**config.mk**
```make
export PLATFORM = sky130hd
export DESIGN_NAME = ipv4_ah_mutable_field_clear_flat
export DESIGN_NICKNAME = d
export VERILOG_FILES = /design/src/hdl/iamfc_pkg.sv /design/src/hdl/iamfc_stream_if.sv /design/src/hdl/ipv4_ah_mutable_field_clear.sv /design/src/flat_wrapper.sv
export SDC_FILE = /design/constraint.sdc
export NUM_CORES = 1
export LEC_CHECK = 0
export BUFFER_PORTS_ARGS = -buffer_cell sky130_fd_sc_hd__clkbuf_2
export CAP_MARGIN = 30
export CORE_MARGIN = 4
export CORE_UTILIZATION = 50
export CTS_BUF_LIST = sky130_fd_sc_hd__clkbuf_16
export CTS_CLUSTER_SIZE = 10
export DETAILED_ROUTE_END_ITERATION = 7
export PLACE_DENSITY = 0.66
export SETUP_SLACK_MARGIN = 0.1
export SKIP_CTS_REPAIR_TIMING = 1
export SLEW_MARGIN = 20
export SYNTH_ARGS = -nofsm -noshare
export SYNTH_HDL_FRONTEND = slang
export SYNTH_SLANG_ARGS = --single-unit
```
**constraint.sdc**
```tcl
create_clock -name clk -period 4.2 [get_ports clk]
set_input_delay 0.63 -clock clk [delete_from_list [all_inputs] [get_ports clk]]
set_output_delay 0.63 -clock clk [all_outputs]
set_load 0.005 [all_outputs]
```
**src/hdl/iamfc_pkg.sv**
```systemverilog
// ----------------------------------------------------------------------------
// iamfc_pkg
// Types and constants for the IPv4 AH mutable field clearing block.
// ----------------------------------------------------------------------------
package iamfc_pkg;

	// option type codes
	localparam logic [7:0] OPT_END     = 8'd0;
	localparam logic [7:0] OPT_NOP     = 8'd1;
	localparam logic [7:0] OPT_SEC     = 8'd130;
	localparam logic [7:0] OPT_XSEC    = 8'd133;
	localparam logic [7:0] OPT_CSEC    = 8'd134;
	localparam logic [7:0] OPT_RTALERT = 8'd148;
	localparam logic [7:0] OPT_MDEST   = 8'd149;

	// fixed header layout
	localparam logic [5:0] BASE_HDR   = 6'd20;
	localparam logic [3:0] IHL_MIN    = 4'd5;
	localparam logic [7:0] OPT_LEN_MIN = 8'd2;
	localparam logic [5:0] POS_TOS    = 6'd1;
	localparam logic [5:0] POS_FRAG_H = 6'd6;
	localparam logic [5:0] POS_FRAG_L = 6'd7;
	localparam logic [5:0] POS_TTL    = 6'd8;
	localparam logic [5:0] POS_CSUM_H = 6'd10;
	localparam logic [5:0] POS_CSUM_L = 6'd11;

	// option walker phase
	typedef enum logic [3:0] {
		PH_TYPE = 4'b0001,
		PH_LEN  = 4'b0010,
		PH_BODY = 4'b0100,
		PH_DONE = 4'b1000
	} opt_phase_t;

	typedef struct packed {
		logic [7:0] data_byte;
		logic       first_byte;
	} in_item_t;

	typedef struct packed {
		logic [7:0] out_byte;
		logic       cleared;
		logic       header_byte;
		logic       malformed;
	} out_item_t;

	// options that AH keeps in the integrity check
	function automatic logic kept_option(input logic [7:0] t);
		return (t == OPT_SEC) || (t == OPT_XSEC) || (t == OPT_CSEC) ||
		       (t == OPT_RTALERT) || (t == OPT_MDEST);
	endfunction

endpackage

```
**src/hdl/iamfc_stream_if.sv**
```systemverilog
// ----------------------------------------------------------------------------
// iamfc_stream_if
// Valid/ready stream channel carrying one payload beat per handshake.
// ----------------------------------------------------------------------------
interface iamfc_stream_if #(
	parameter type payload_t = logic [7:0]
);
	logic     valid;
	logic     ready;
	payload_t payload;

	modport source (output valid, output payload, input ready);
	modport sink   (input valid, input payload, output ready);
endinterface

```
**src/hdl/ipv4_ah_mutable_field_clear.sv**
```systemverilog
// ----------------------------------------------------------------------------
// ipv4_ah_mutable_field_clear
// Zeroes the IPv4 header fields and options that AH treats as mutable.
// ----------------------------------------------------------------------------
// Takes an IPv4 packet one byte per beat on rx, header first, with first_byte
// marking the version/IHL byte, and returns one beat per byte on tx. Type of
// service, flags/fragment offset, TTL and the header checksum are zeroed, as
// is every option other than end, NOP, security, extended security,
// commercial security, router alert and multi-destination. Bytes past the
// header pass unchanged. The block sustains one byte per cycle while tx is
// ready; each byte goes through the input register, then the result
// register, with the per-byte parse state update between the two. malformed
// flags IHL below 5, an option type with no room for its length, or a bad
// option length at the byte where it shows up.
module ipv4_ah_mutable_field_clear (
	input  logic                           clk,
	input  logic                           arst_n,
	iamfc_stream_if.sink                   rx,
	iamfc_stream_if.source                 tx
);
	import iamfc_pkg::*;

	// pipeline control
	logic       v_s1;
	in_item_t   in_s1;
	logic       v_q;
	out_item_t  res_q;
	logic       adv;

	assign adv      = v_s1 && (!v_q || tx.ready);
	assign rx.ready = !v_s1 || adv;

	// parse state
	logic [5:0] pos_q, pos_n;
	logic [5:0] hdr_len_q, hdr_len_n;
	opt_phase_t phase_q, phase_n;
	logic [7:0] left_q, left_n;
	logic       mut_q, mut_n;
	logic       active_q, active_n;

	logic       clr, hdr, bad;
	logic [7:0] b;
	logic [3:0] ihl;
	logic [8:0] opt_end;

	assign b       = in_s1.data_byte;
	assign ihl     = b[3:0];
	assign opt_end = ({3'b000, pos_q} - 9'd1) + {1'b0, b};

	// per-byte parse step
	always_comb begin
		pos_n     = pos_q;
		hdr_len_n = hdr_len_q;
		phase_n   = phase_q;
		left_n    = left_q;
		mut_n     = mut_q;
		active_n  = active_q;
		clr       = 1'b0;
		hdr       = 1'b0;
		bad       = 1'b0;
		priority if (in_s1.first_byte) begin
			hdr_len_n = {ihl, 2'b00};
			pos_n     = 6'd1;
			phase_n   = PH_TYPE;
			left_n    = 8'd0;
			mut_n     = 1'b0;
			hdr       = 1'b1;
			bad       = (ihl < IHL_MIN);
			active_n  = (ihl >= IHL_MIN);
		end else if (active_q && (pos_q >= hdr_len_q)) begin
			active_n = 1'b0;
		end else if (active_q) begin
			hdr = 1'b1;
			if (pos_q < BASE_HDR) begin
				clr = (pos_q == POS_TOS) || (pos_q == POS_FRAG_H) ||
				      (pos_q == POS_FRAG_L) || (pos_q == POS_TTL) ||
				      (pos_q == POS_CSUM_H) || (pos_q == POS_CSUM_L);
			end else begin
				unique case (phase_q)
					PH_TYPE: begin
						if (b == OPT_END) begin
							phase_n = PH_DONE;
						end else if (b != OPT_NOP) begin
							mut_n = !kept_option(b);
							clr   = !kept_option(b);
							// no room left for the length byte
							if (({1'b0, pos_q} + 7'd1) >= {1'b0, hdr_len_q}) begin
								bad     = 1'b1;
								phase_n = PH_DONE;
							end else begin
								phase_n = PH_LEN;
							end
						end
					end
					PH_LEN: begin
						clr = mut_q;
						if ((b < OPT_LEN_MIN) || (opt_end > {3'b000, hdr_len_q})) begin
							bad     = 1'b1;
							phase_n = PH_DONE;
						end else if (b == OPT_LEN_MIN) begin
							phase_n = PH_TYPE;
						end else begin
							left_n  = b - OPT_LEN_MIN;
							phase_n = PH_BODY;
						end
					end
					PH_BODY: begin
						clr = mut_q;
						if (left_q <= 8'd1) begin
							left_n  = 8'd0;
							phase_n = PH_TYPE;
						end else begin
							left_n = left_q - 8'd1;
						end
					end
					PH_DONE: begin
					end
					default: begin
						phase_n = PH_DONE;
					end
				endcase
			end
			pos_n = pos_q + 6'd1;
		end else begin
			// no packet open: byte passes unchanged
		end
	end

	// input register
	always_ff @(posedge clk or negedge arst_n) begin
		if (!arst_n) begin
			v_s1 <= 1'b0;
		end else if (rx.ready) begin
			v_s1 <= rx.valid;
		end
	end

	always_ff @(posedge clk) begin
		if (rx.ready && rx.valid) begin
			in_s1 <= rx.payload;
		end
	end

	// parse state registers
	always_ff @(posedge clk or negedge arst_n) begin
		if (!arst_n) begin
			pos_q     <= 6'd0;
			hdr_len_q <= 6'd0;
			phase_q   <= PH_TYPE;
			left_q    <= 8'd0;
			mut_q     <= 1'b0;
			active_q  <= 1'b0;
		end else if (adv) begin
			pos_q     <= pos_n;
			hdr_len_q <= hdr_len_n;
			phase_q   <= phase_n;
			left_q    <= left_n;
			mut_q     <= mut_n;
			active_q  <= active_n;
		end
	end

	// result register
	always_ff @(posedge clk or negedge arst_n) begin
		if (!arst_n) begin
			v_q <= 1'b0;
		end else if (!v_q || tx.ready) begin
			v_q <= v_s1;
		end
	end

	always_ff @(posedge clk) begin
		if (adv) begin
			res_q.out_byte    <= clr ? 8'd0 : b;
			res_q.cleared     <= clr;
			res_q.header_byte <= hdr;
			res_q.malformed   <= bad;
		end
	end

	assign tx.valid   = v_q;
	assign tx.payload = res_q;

	// checks
	a_clr_zero: assert property (@(posedge clk) disable iff (!arst_n)
		(v_q && res_q.cleared) |-> (res_q.out_byte == 8'd0))
		else $error("cleared beat carries nonzero byte");

	a_clr_hdr: assert property (@(posedge clk) disable iff (!arst_n)
		(v_q && (res_q.cleared || res_q.malformed)) |-> res_q.header_byte)
		else $error("cleared or malformed beat outside header");

	a_empty_ready: assert property (@(posedge clk) disable iff (!arst_n)
		(!v_s1 || !v_q) |-> rx.ready)
		else $error("input stalled with a free pipeline slot");

	a_stall_hold: assert property (@(posedge clk) disable iff (!arst_n)
		(v_q && !tx.ready) |=> ($stable(res_q) && !$changed(pos_q)))
		else $error("result or parse state moved during stall");

endmodule
```
**src/flat_wrapper.sv**
```systemverilog
// flat-port wrapper written by rule: the top's interface ports become plain ports
module ipv4_ah_mutable_field_clear_flat import iamfc_pkg::*;
  (clk, arst_n, rx_valid, rx_payload, rx_ready, tx_valid, tx_payload, tx_ready);
  iamfc_stream_if rx_i ();
  iamfc_stream_if tx_i ();
  input  logic clk;
  input  logic arst_n;
  input wire logic [$bits(rx_i.valid)-1:0] rx_valid;
  input wire logic [$bits(rx_i.payload)-1:0] rx_payload;
  output wire logic [$bits(rx_i.ready)-1:0] rx_ready;
  output wire logic [$bits(tx_i.valid)-1:0] tx_valid;
  output wire logic [$bits(tx_i.payload)-1:0] tx_payload;
  input wire logic [$bits(tx_i.ready)-1:0] tx_ready;
  assign rx_i.valid = rx_valid;
  assign rx_i.payload = rx_payload;
  assign rx_ready = rx_i.ready;
  assign tx_valid = tx_i.valid;
  assign tx_payload = tx_i.payload;
  assign tx_i.ready = tx_ready;
  ipv4_ah_mutable_field_clear u_core (.clk(clk), .arst_n(arst_n), .rx(rx_i), .tx(tx_i));
endmodule
```
==> results of run 1 <==
-- flip-flops by register name, indices dropped and copies added (netlist names) --
register and count:
u_core.v_s1 1, u_core.left_q 8, u_core.b 7, u_core.active_q 1, u_core.in_s1 1, u_core.tx.valid 1, u_core.mut_q 1, u_core.pos_q 6
u_core.tx.payload 8, u_core.phase_q 4, u_core.hdr_len_q 4
-- power groups by stage --
| stage | registers (mW) | clock network [mW] | logic, mW |
|---|---|---|---|
| finish | 0.633 | 0.404 | 1.23 |
| floorplan | 0.596 | 0 | 0.914 |
| CTS | 0.628 | 0.409 | 1.16 |
| detailed placement | 0.633 | 0 | 1.15 |
| global placement | 0.631 | 0 | 1.12 |
| global route | 0.647 | 0.429 | 1.37 |
-- cell type report --
| class | count | area share, % |
|---|---|---|
| clock buffer | 6 | 4.334 |
| clock inverter | 2 | 0.2167 |
| inverter | 22 | 2.384 |
| multi-input combinational | 248 | 53.16 |
| sequential | 42 | 32.72 |
| tap | 75 | 2.709 |
| timing repair buffer | 26 | 4.478 |
-- logic make-up (layout without fill, tap and decap cells) --
logic type / Yosys count / after routing / synth area share [%]
adder cells (fa/ha/maj): 32 / 32 / 13.21
flip-flops: 42 / 42 / 36.67
AO/OA/AOI/OAI: 73 / 73 / 17.46
buffers and inverters: 32 / 56 / 3.890
multiplexers: 13 / 13 / 4.619
XOR/XNOR: 22 / 22 / 6.240
AND/OR/NAND/NOR: 108 / 108 / 17.91
-- metrics by stage --
| step | hold WS (ps) | instance area [um^2] |
|---|---|---|
| 2_1_floorplan | 334.4 | 3088 |
| 3_3_place_gp | 465.5 | 3272 |
| 3_5_place_dp | 476.1 | 3272 |
| 4_1_cts | 425.3 | 3430 |
| 5_1_grt | 445.6 | 3465 |
| 6_report | 388.7 | 3465 |
-- worst min-delay path by stage --
stage / to / slack, ps / cells after the start
final: u_core.left_q[1] / 390 / 1
after detailed placement: u_core.hdr_len_q[4] / 480 / 2
after floorplan: u_core.active_q / 330 / 0
after global routing: u_core.left_q[2] / 450 / 1
after global placement: u_core.hdr_len_q[3] / 470 / 2
after CTS: u_core.hdr_len_q[4] / 430 / 1
-- cell usage after synthesis, types with 2 or more instances --
| master | count |
|---|---|
| sky130_fd_sc_hd__o41ai_1 | 3 |
| sky130_fd_sc_hd__mux2_2 | 10 |
| sky130_fd_sc_hd__nand4_1 | 2 |
| sky130_fd_sc_hd__dfrtp_1 | 25 |
| sky130_fd_sc_hd__ha_1 | 31 |
| sky130_fd_sc_hd__nor3b_1 | 2 |
| sky130_fd_sc_hd__o21a_1 | 3 |
| sky130_fd_sc_hd__nand2b_1 | 7 |
| sky130_fd_sc_hd__a22oi_1 | 6 |
| sky130_fd_sc_hd__a31oi_1 | 4 |
| sky130_fd_sc_hd__edfxtp_1 | 16 |
| sky130_fd_sc_hd__o31ai_1 | 5 |
| sky130_fd_sc_hd__o211ai_1 | 5 |
| sky130_fd_sc_hd__nor4_1 | 2 |
| sky130_fd_sc_hd__o21ai_1 | 2 |
| sky130_fd_sc_hd__nor4b_1 | 2 |
| sky130_fd_sc_hd__and3_1 | 3 |
| sky130_fd_sc_hd__a21o_1 | 4 |
| sky130_fd_sc_hd__clkbuf_1 | 10 |
| sky130_fd_sc_hd__nand3_1 | 11 |
| sky130_fd_sc_hd__or2_2 | 4 |
| sky130_fd_sc_hd__xnor2_1 | 13 |
| sky130_fd_sc_hd__nor3_1 | 6 |
| sky130_fd_sc_hd__nand2_1 | 23 |
| sky130_fd_sc_hd__o2111ai_1 | 2 |
| sky130_fd_sc_hd__a21oi_1 | 13 |
| sky130_fd_sc_hd__inv_1 | 22 |
| sky130_fd_sc_hd__nor2_1 | 29 |
| sky130_fd_sc_hd__mux2i_1 | 3 |
| sky130_fd_sc_hd__nand3b_1 | 4 |
| sky130_fd_sc_hd__xor2_1 | 9 |
| sky130_fd_sc_hd__and2_1 | 6 |
| sky130_fd_sc_hd__o21ai_0 | 12 |
-- metal layers --
layer	global-route usage, %	share of wire, %	up-vias	wire length (um)
met5	0	0	-	0
met4	6.091	1.5	0	112
met3	4.563	6.7	10	485
met2	32.55	45	85	3276
met1	29.52	47	1175	3385
li1	-	-	1213	-
-- worst max-delay path, stage by stage, from the launching register on --
cell	delay [ps]
sky130_fd_sc_hd__dfrtp_1	500
sky130_fd_sc_hd__inv_1	130
sky130_fd_sc_hd__ha_1	240
sky130_fd_sc_hd__xor2_1	150
sky130_fd_sc_hd__ha_1	340
sky130_fd_sc_hd__a21oi_1	140
sky130_fd_sc_hd__nand2_1	110
sky130_fd_sc_hd__a31oi_1	240
sky130_fd_sc_hd__xnor2_1	110
sky130_fd_sc_hd__ha_1	320
sky130_fd_sc_hd__nand4_1	110
sky130_fd_sc_hd__nor3_1	200
sky130_fd_sc_hd__a21oi_1	60
sky130_fd_sc_hd__nand4b_1	170
sky130_fd_sc_hd__buf_4	170
sky130_fd_sc_hd__o31ai_4	210
sky130_fd_sc_hd__buf_12	160
sky130_fd_sc_hd__mux2_2	340
==> impl_metrics.xml, run 1 <==
<?xml version="1.0" encoding="UTF-8"?>
<metrics>
  <group name="synth">
    <metric name="netlist.area_leader.share" unit="%">20.26</metric>
    <metric name="syn-num-nets" unit="">366</metric>
    <metric name="synth-seq-cells" unit="">42</metric>
    <metric name="synth_largest_area_cell" unit="">sky130_fd_sc_hd__dfrtp_1</metric>
    <metric name="number_of_enable_flip_flop_cells_after_synthesis" unit="">16</metric>
    <metric name="synthesized_netlist_cell_count" unit="">322</metric>
    <metric name="synthesized_cell_area" unit="mm^2">0.003088</metric>
    <metric name="number_of_warnings_printed_during_yosys_synthesis" unit="">0</metric>
    <metric name="post_synth_main_area_contributors" unit="">sky130_fd_sc_hd__dfrtp_1, sky130_fd_sc_hd__edfxtp_1, sky130_fd_sc_hd__ha_1, sky130_fd_sc_hd__xnor2_1, sky130_fd_sc_hd__mux2_2</metric>
    <metric name="synthesis.area_per_instance" unit="um^2">9.590</metric>
    <metric name="synth_cell_types" unit="">56</metric>
    <metric name="synth_seq_area_share" unit="%">36.67</metric>
    <metric name="synth_ff_type" unit="">sky130_fd_sc_hd__dfrtp_1</metric>
    <metric name="async_flop_share" unit="%">61.90</metric>
  </group>
  <group name="floorplanning">
    <metric name="start_util" unit="%">51.85</metric>
    <metric name="core" unit="mm^2">0.005956</metric>
    <metric name="overall_die_area" unit="mm^2">0.007497</metric>
    <metric name="io_pins" unit="">22</metric>
    <metric name="floorplan.rows" unit="">28</metric>
    <metric name="chipHeight" unit="um">86.59</metric>
    <metric name="floorplan.die.width" unit="um">86.59</metric>
  </group>
  <group name="clock_tree">
    <metric name="cts_made_buffers" unit="">5</metric>
    <metric name="cts.clk_slew.worst_paths" unit="ps">60</metric>
    <metric name="cts-htree-levels" unit="">2</metric>
    <metric name="clock_sink_count" unit="">42</metric>
    <metric name="worst_skew_pair.late_latency" unit="ps">280</metric>
    <metric name="clock_tree.root_cell" unit="">sky130_fd_sc_hd__clkbuf_16</metric>
    <metric name="cts_tree" unit="">yes</metric>
    <metric name="cts_buffer_depth" unit="">2</metric>
  </group>
  <group name="drt">
    <metric name="drc_markers" unit="">0</metric>
    <metric name="drt_pass1_iterations" unit="">4</metric>
    <metric name="drt-vias-per-instance" unit="">5.898</metric>
    <metric name="detail-route-antenna-nets" unit="">0</metric>
    <metric name="vias" unit="">2483</metric>
    <metric name="first_iter_violations" unit="">199</metric>
    <metric name="post_drt_wl_per_cell" unit="um">17.24</metric>
    <metric name="routed_wl" unit="um">7259</metric>
  </group>
  <group name="run_status">
    <metric name="status" unit="">finished, final reports clean</metric>
  </group>
  <group name="pwr">
    <metric name="totalPowerFinal" unit="mW">2.265</metric>
    <metric name="power.leakage" unit="nW">1.532</metric>
    <metric name="comb_power_share" unit="%">54.2</metric>
    <metric name="power-per-cell-area" unit="mW/mm^2">653.8</metric>
    <metric name="worst_ir_drop_vdd" unit="V">0.0003392</metric>
    <metric name="netSwitchingPower" unit="mW">0.9488</metric>
    <metric name="clock_power_share" unit="%">17.9</metric>
    <metric name="portion_of_total_power_attributed_to_sequential_cells" unit="%">27.9</metric>
    <metric name="p_sw_share" unit="%">41.89</metric>
    <metric name="p_int" unit="mW">1.316</metric>
  </group>
  <group name="global_route">
    <metric name="grt_usage" unit="%">20.97</metric>
    <metric name="grt_first_pass_wirelength" unit="um">12240</metric>
    <metric name="first_global_vias" unit="">2459</metric>
    <metric name="antenna_found_initial" unit="">0</metric>
    <metric name="grt_max_degree" unit="">27</metric>
    <metric name="global_route.overflow_total" unit="">0</metric>
  </group>
  <group name="cells_and_area">
    <metric name="final_util" unit="%">58.17</metric>
    <metric name="layout_commonest_cell" unit="">sky130_fd_sc_hd__ha_1</metric>
    <metric name="layout_cell_share_with_drive_strength_beyond_1" unit="%">16.47</metric>
    <metric name="area.growth.synth_to_final" unit="%">12.20</metric>
    <metric name="stdcell_count" unit="">421</metric>
    <metric name="register_cell_area_after_layout" unit="mm^2">0.001134</metric>
    <metric name="fill_cells" unit="">523</metric>
    <metric name="antenna_cells" unit="">0</metric>
    <metric name="multi_input_gate_area_in_the_final_layout" unit="mm^2">0.001842</metric>
    <metric name="net_count_reported_at_finish" unit="">389</metric>
    <metric name="final_cell_mix" unit="">sky130_fd_sc_hd__ha_1, sky130_fd_sc_hd__nor2_1, sky130_fd_sc_hd__inv_1, sky130_fd_sc_hd__dfrtp_1, sky130_fd_sc_hd__nand2_1</metric>
  </group>
  <group name="place">
    <metric name="dp.final_hpwl" unit="um">5248</metric>
    <metric name="dp.cells" unit="">411</metric>
    <metric name="preCtsSetupSlack" unit="ps">145.6</metric>
    <metric name="gp_congestion" unit="">0.9761</metric>
    <metric name="place.port_buffers" unit="">21</metric>
  </group>
  <group name="critical_path">
    <metric name="crit_path_start" unit="">u_core.pos_q[1]</metric>
    <metric name="worst_reg2reg_path_endpoint" unit="">u_core.left_q[7]</metric>
    <metric name="end_kind" unit="">flip-flop</metric>
    <metric name="timing.critical_path.required" unit="ps">4360</metric>
    <metric name="critical_path.reg2reg.startpoint" unit="">u_core.pos_q[1]</metric>
    <metric name="setup.reg_to_reg.worst_slack" unit="ps">380</metric>
    <metric name="worstRegToRegCells" unit="">17</metric>
    <metric name="critPathLaunchType" unit="">flip-flop</metric>
    <metric name="timing_worst_setup_path_type" unit="">flip-flop to flip-flop</metric>
    <metric name="critical_path_sink" unit="">u_core.left_q[7]</metric>
    <metric name="critical_path.max_fanout" unit="">9</metric>
    <metric name="worst_ep_arrival_time" unit="ps">3990</metric>
  </group>
  <group name="sta">
    <metric name="rsz0062_at_grt" unit="">no</metric>
    <metric name="relSlewSlack" unit="%">47.40</metric>
    <metric name="post-route-worst-setup-slack" unit="ps">376.4</metric>
    <metric name="achievable-frequency" unit="MHz">261.5</metric>
    <metric name="timing_max_transition_violations_final" unit="">0</metric>
    <metric name="fin_tns_setup" unit="ps">0</metric>
    <metric name="fin_worst_skew" unit="ps">8.536</metric>
    <metric name="final_hold_viol_count" unit="">0</metric>
    <metric name="number_of_setup_violations_in_the_final_report" unit="">0</metric>
    <metric name="worstMarginPinSlew" unit="ps">778.0</metric>
    <metric name="finalWorstPathRequiredPeriod" unit="ps">3824</metric>
    <metric name="post-route-period-util" unit="%">91.04</metric>
  </group>
  <group name="run">
    <metric name="drv.max_cap_violation_count" unit="">0</metric>
  </group>
  <group name="min_path">
    <metric name="hold_path.class" unit="">primary input to asynchronous set/reset pin</metric>
  </group>
</metrics>
No activity file was read; power rests on OpenSTA's default activity.
==> run 2: changes to the inputs <==
--- a/config.mk
+++ b/config.mk
@@ -7,12 +7,14 @@
 export LEC_CHECK = 0
 export BUFFER_PORTS_ARGS = -buffer_cell sky130_fd_sc_hd__clkbuf_2
 export CAP_MARGIN = 30
+export CELL_PAD_IN_SITES_DETAIL_PLACEMENT = 0
+export CELL_PAD_IN_SITES_GLOBAL_PLACEMENT = 1
 export CORE_MARGIN = 4
-export CORE_UTILIZATION = 50
+export CORE_UTILIZATION = 48
 export CTS_BUF_LIST = sky130_fd_sc_hd__clkbuf_16
 export CTS_CLUSTER_SIZE = 10
 export DETAILED_ROUTE_END_ITERATION = 7
-export PLACE_DENSITY = 0.66
+export PLACE_DENSITY = 0.79
 export SETUP_SLACK_MARGIN = 0.1
 export SKIP_CTS_REPAIR_TIMING = 1
 export SLEW_MARGIN = 20
==> run 2 against run 1 <==
  * Setup slack gained 55 ps
  * Combinational power hardly changed
  * Routed wire length increased by 1.3%
  * Die area up 3.8%
  * Via count down 1.2%
  * Final area up 0.33%
  * Sequential power fell by 1%
  * Clock power increased by 6.7%
  * Critical path type unchanged
  * Largest power group unchanged
==> impl_metrics.xml, run 2 (synthesized netlist as in run 1, its figures left out) <==
<?xml version="1.0" encoding="UTF-8"?>
<metrics>
  <group name="clock_tree">
    <metric name="cts_made_buffers" unit="">5</metric>
    <metric name="clock_sink_count" unit="">42</metric>
    <metric name="cts_buffer_depth" unit="">2</metric>
    <metric name="worst_skew_pair.late_latency" unit="ps">280</metric>
    <metric name="cts-htree-levels" unit="">2</metric>
    <metric name="cts_tree" unit="">yes</metric>
    <metric name="cts.clk_slew.worst_paths" unit="ps">60</metric>
    <metric name="clock_tree.root_cell" unit="">sky130_fd_sc_hd__clkbuf_16</metric>
  </group>
  <group name="cells_and_area">
    <metric name="layout_cell_share_with_drive_strength_beyond_1" unit="%">16.43</metric>
    <metric name="multi_input_gate_area_in_the_final_layout" unit="mm^2">0.001842</metric>
    <metric name="net_count_reported_at_finish" unit="">390</metric>
    <metric name="final_area" unit="mm^2">0.003476</metric>
    <metric name="register_cell_area_after_layout" unit="mm^2">0.001132</metric>
    <metric name="final_cell_mix" unit="">sky130_fd_sc_hd__ha_1, sky130_fd_sc_hd__nor2_1, sky130_fd_sc_hd__dfrtp_1, sky130_fd_sc_hd__inv_1, sky130_fd_sc_hd__nand2_1</metric>
    <metric name="stdcell_count" unit="">422</metric>
    <metric name="antenna_cells" unit="">0</metric>
    <metric name="fill_cells" unit="">536</metric>
    <metric name="layout_commonest_cell" unit="">sky130_fd_sc_hd__ha_1</metric>
    <metric name="area.growth.synth_to_final" unit="%">12.56</metric>
  </group>
  <group name="global_route">
    <metric name="first_global_vias" unit="">2357</metric>
    <metric name="antenna_found_initial" unit="">0</metric>
    <metric name="grt_first_pass_wirelength" unit="um">11970</metric>
    <metric name="global_route.overflow_total" unit="">0</metric>
    <metric name="grt_usage" unit="%">20.02</metric>
    <metric name="grt_max_degree" unit="">27</metric>
  </group>
  <group name="floorplanning">
    <metric name="io_pins" unit="">22</metric>
    <metric name="floorplan.die.width" unit="um">88.21</metric>
    <metric name="start_util" unit="%">50.66</metric>
    <metric name="overall_die_area" unit="mm^2">0.007780</metric>
    <metric name="floorplan.rows" unit="">28</metric>
    <metric name="chipHeight" unit="um">88.21</metric>
    <metric name="core" unit="mm^2">0.006096</metric>
  </group>
  <group name="pwr">
    <metric name="power-per-cell-area" unit="mW/mm^2">660.6</metric>
    <metric name="worst_ir_drop_vdd" unit="V">0.0003169</metric>
    <metric name="clock_power_share" unit="%">18.8</metric>
    <metric name="netSwitchingPower" unit="mW">0.9356</metric>
    <metric name="p_int" unit="mW">1.361</metric>
    <metric name="power.leakage" unit="nW">1.535</metric>
    <metric name="portion_of_total_power_attributed_to_sequential_cells" unit="%">27.3</metric>
    <metric name="comb_power_share" unit="%">53.9</metric>
    <metric name="p_sw_share" unit="%">40.75</metric>
  </group>
  <group name="critical_path">
    <metric name="timing.critical_path.required" unit="ps">4370</metric>
    <metric name="timing_worst_setup_path_type" unit="">flip-flop to flip-flop</metric>
    <metric name="critPathLaunchType" unit="">flip-flop</metric>
    <metric name="critical_path.max_fanout" unit="">8</metric>
    <metric name="end_kind" unit="">flip-flop</metric>
    <metric name="worst_ep_arrival_time" unit="ps">3940</metric>
  </group>
  <group name="sta">
    <metric name="number_of_setup_violations_in_the_final_report" unit="">0</metric>
    <metric name="worstMarginPinSlew" unit="ps">877.2</metric>
    <metric name="final_hold_viol_count" unit="">0</metric>
    <metric name="fin_worst_skew" unit="ps">4.428</metric>
    <metric name="fin_tns_setup" unit="ps">0</metric>
    <metric name="relSlewSlack" unit="%">40.69</metric>
    <metric name="finalWorstPathRequiredPeriod" unit="ps">3769</metric>
    <metric name="achievable-frequency" unit="MHz">265.3</metric>
    <metric name="rsz0062_at_grt" unit="">no</metric>
    <metric name="timing_max_transition_violations_final" unit="">0</metric>
    <metric name="post-route-period-util" unit="%">89.74</metric>
  </group>
  <group name="run_status">
    <metric name="status" unit="">finished, final reports clean</metric>
  </group>
  <group name="drt">
    <metric name="post_drt_wl_per_cell" unit="um">17.42</metric>
    <metric name="first_iter_violations" unit="">99</metric>
    <metric name="drc_markers" unit="">0</metric>
    <metric name="drt_pass1_iterations" unit="">4</metric>
    <metric name="detail-route-antenna-nets" unit="">0</metric>
    <metric name="vias" unit="">2453</metric>
    <metric name="drt-vias-per-instance" unit="">5.813</metric>
    <metric name="routed_wl" unit="um">7352</metric>
  </group>
  <group name="place">
    <metric name="postPlaceCellArea" unit="mm^2">0.003272</metric>
    <metric name="place.port_buffers" unit="">21</metric>
    <metric name="gp_congestion" unit="">0.8924</metric>
    <metric name="dp.final_hpwl" unit="um">5445</metric>
    <metric name="dp.cells" unit="">411</metric>
  </group>
  <group name="min_path">
    <metric name="hold_path.class" unit="">primary input to asynchronous set/reset pin</metric>
  </group>
  <group name="run">
    <metric name="drv.max_cap_violation_count" unit="">0</metric>
  </group>
</metrics>
-- run 2: per-stage QoR --
step | power (mW) | setup WS, ps | util (%) | hold WS (ps)
2_1_floorplan | 1.510 | 638.4 | - | 334.4
3_3_place_gp | 1.768 | 315.4 | 53.67 | 469.4
3_5_place_dp | 1.787 | 170.4 | 53.67 | 480.4
4_1_cts | 2.226 | 179.9 | 56.34 | 406.6
5_1_grt | 2.475 | 223.8 | 57.02 | 435.8
6_report | 2.296 | 431.0 | 57.02 | 385.4
-- run 2: power by group through the flow --
stage	Combinational [mW]	Sequential [mW]	Clock [mW]
2_1_floorplan	0.914	0.596	0
6_report	1.24	0.626	0.431
3_5_place_dp	1.15	0.634	0
5_1_grt	1.38	0.640	0.459
3_3_place_gp	1.14	0.630	0
4_1_cts	1.16	0.626	0.437
-- run 2: final timing paths --
check / cells after the start / from / endpoint / slack (ps)
setup / recovery: 17 / u_core.pos_q[0] / u_core.left_q[7] / 430
hold / removal: 1 / arst_n / u_core.left_q[7] / 390
setup reg to reg: 17 / u_core.pos_q[0] / u_core.left_q[7] / 430
hold reg to reg: 2 / u_core.hdr_len_q[4] / u_core.hdr_len_q[4] / 490
max in group asynchronous: 1 / arst_n / u_core.pos_q[1] / 3360
min in group clk: 2 / u_core.hdr_len_q[4] / u_core.hdr_len_q[4] / 490
-- run 2: per-layer routing --
layer	GRT usage, %	vias to the layer above	share of wire (%)
met5	0	-	0
met4	3.297	0	0.42
met3	3.481	4	3.6
met2	32.49	49	46
met1	28.47	1183	50
li1	-	1217	-
-- run 2: critical path, cell delays in order, from the launching register on --
cell                       delay, ps
sky130_fd_sc_hd__dfrtp_1         470
sky130_fd_sc_hd__inv_1           170
sky130_fd_sc_hd__ha_1            270
sky130_fd_sc_hd__xor2_1          150
sky130_fd_sc_hd__ha_1            340
sky130_fd_sc_hd__a21oi_1         150
sky130_fd_sc_hd__nand2_1         110
sky130_fd_sc_hd__a31oi_1         230
sky130_fd_sc_hd__xnor2_1         100
sky130_fd_sc_hd__ha_1            320
sky130_fd_sc_hd__nand4_1         100
sky130_fd_sc_hd__nor3_1          150
sky130_fd_sc_hd__a21oi_1          50
sky130_fd_sc_hd__nand4b_1        170
sky130_fd_sc_hd__buf_4           170
sky130_fd_sc_hd__o31ai_4         210
sky130_fd_sc_hd__buf_12          160
sky130_fd_sc_hd__mux2_2          330
-- run 2: layout make-up --
cell class / count / share of cell area (%)
Clock buffer: 5 / 3.600
Inverter: 22 / 2.376
Timing Repair Buffer: 27 / 4.680
Sequential cell: 42 / 32.58
Clock inverter: 3 / 1.080
Multi-Input combinational cell: 248 / 52.99
Tap cell: 75 / 2.700
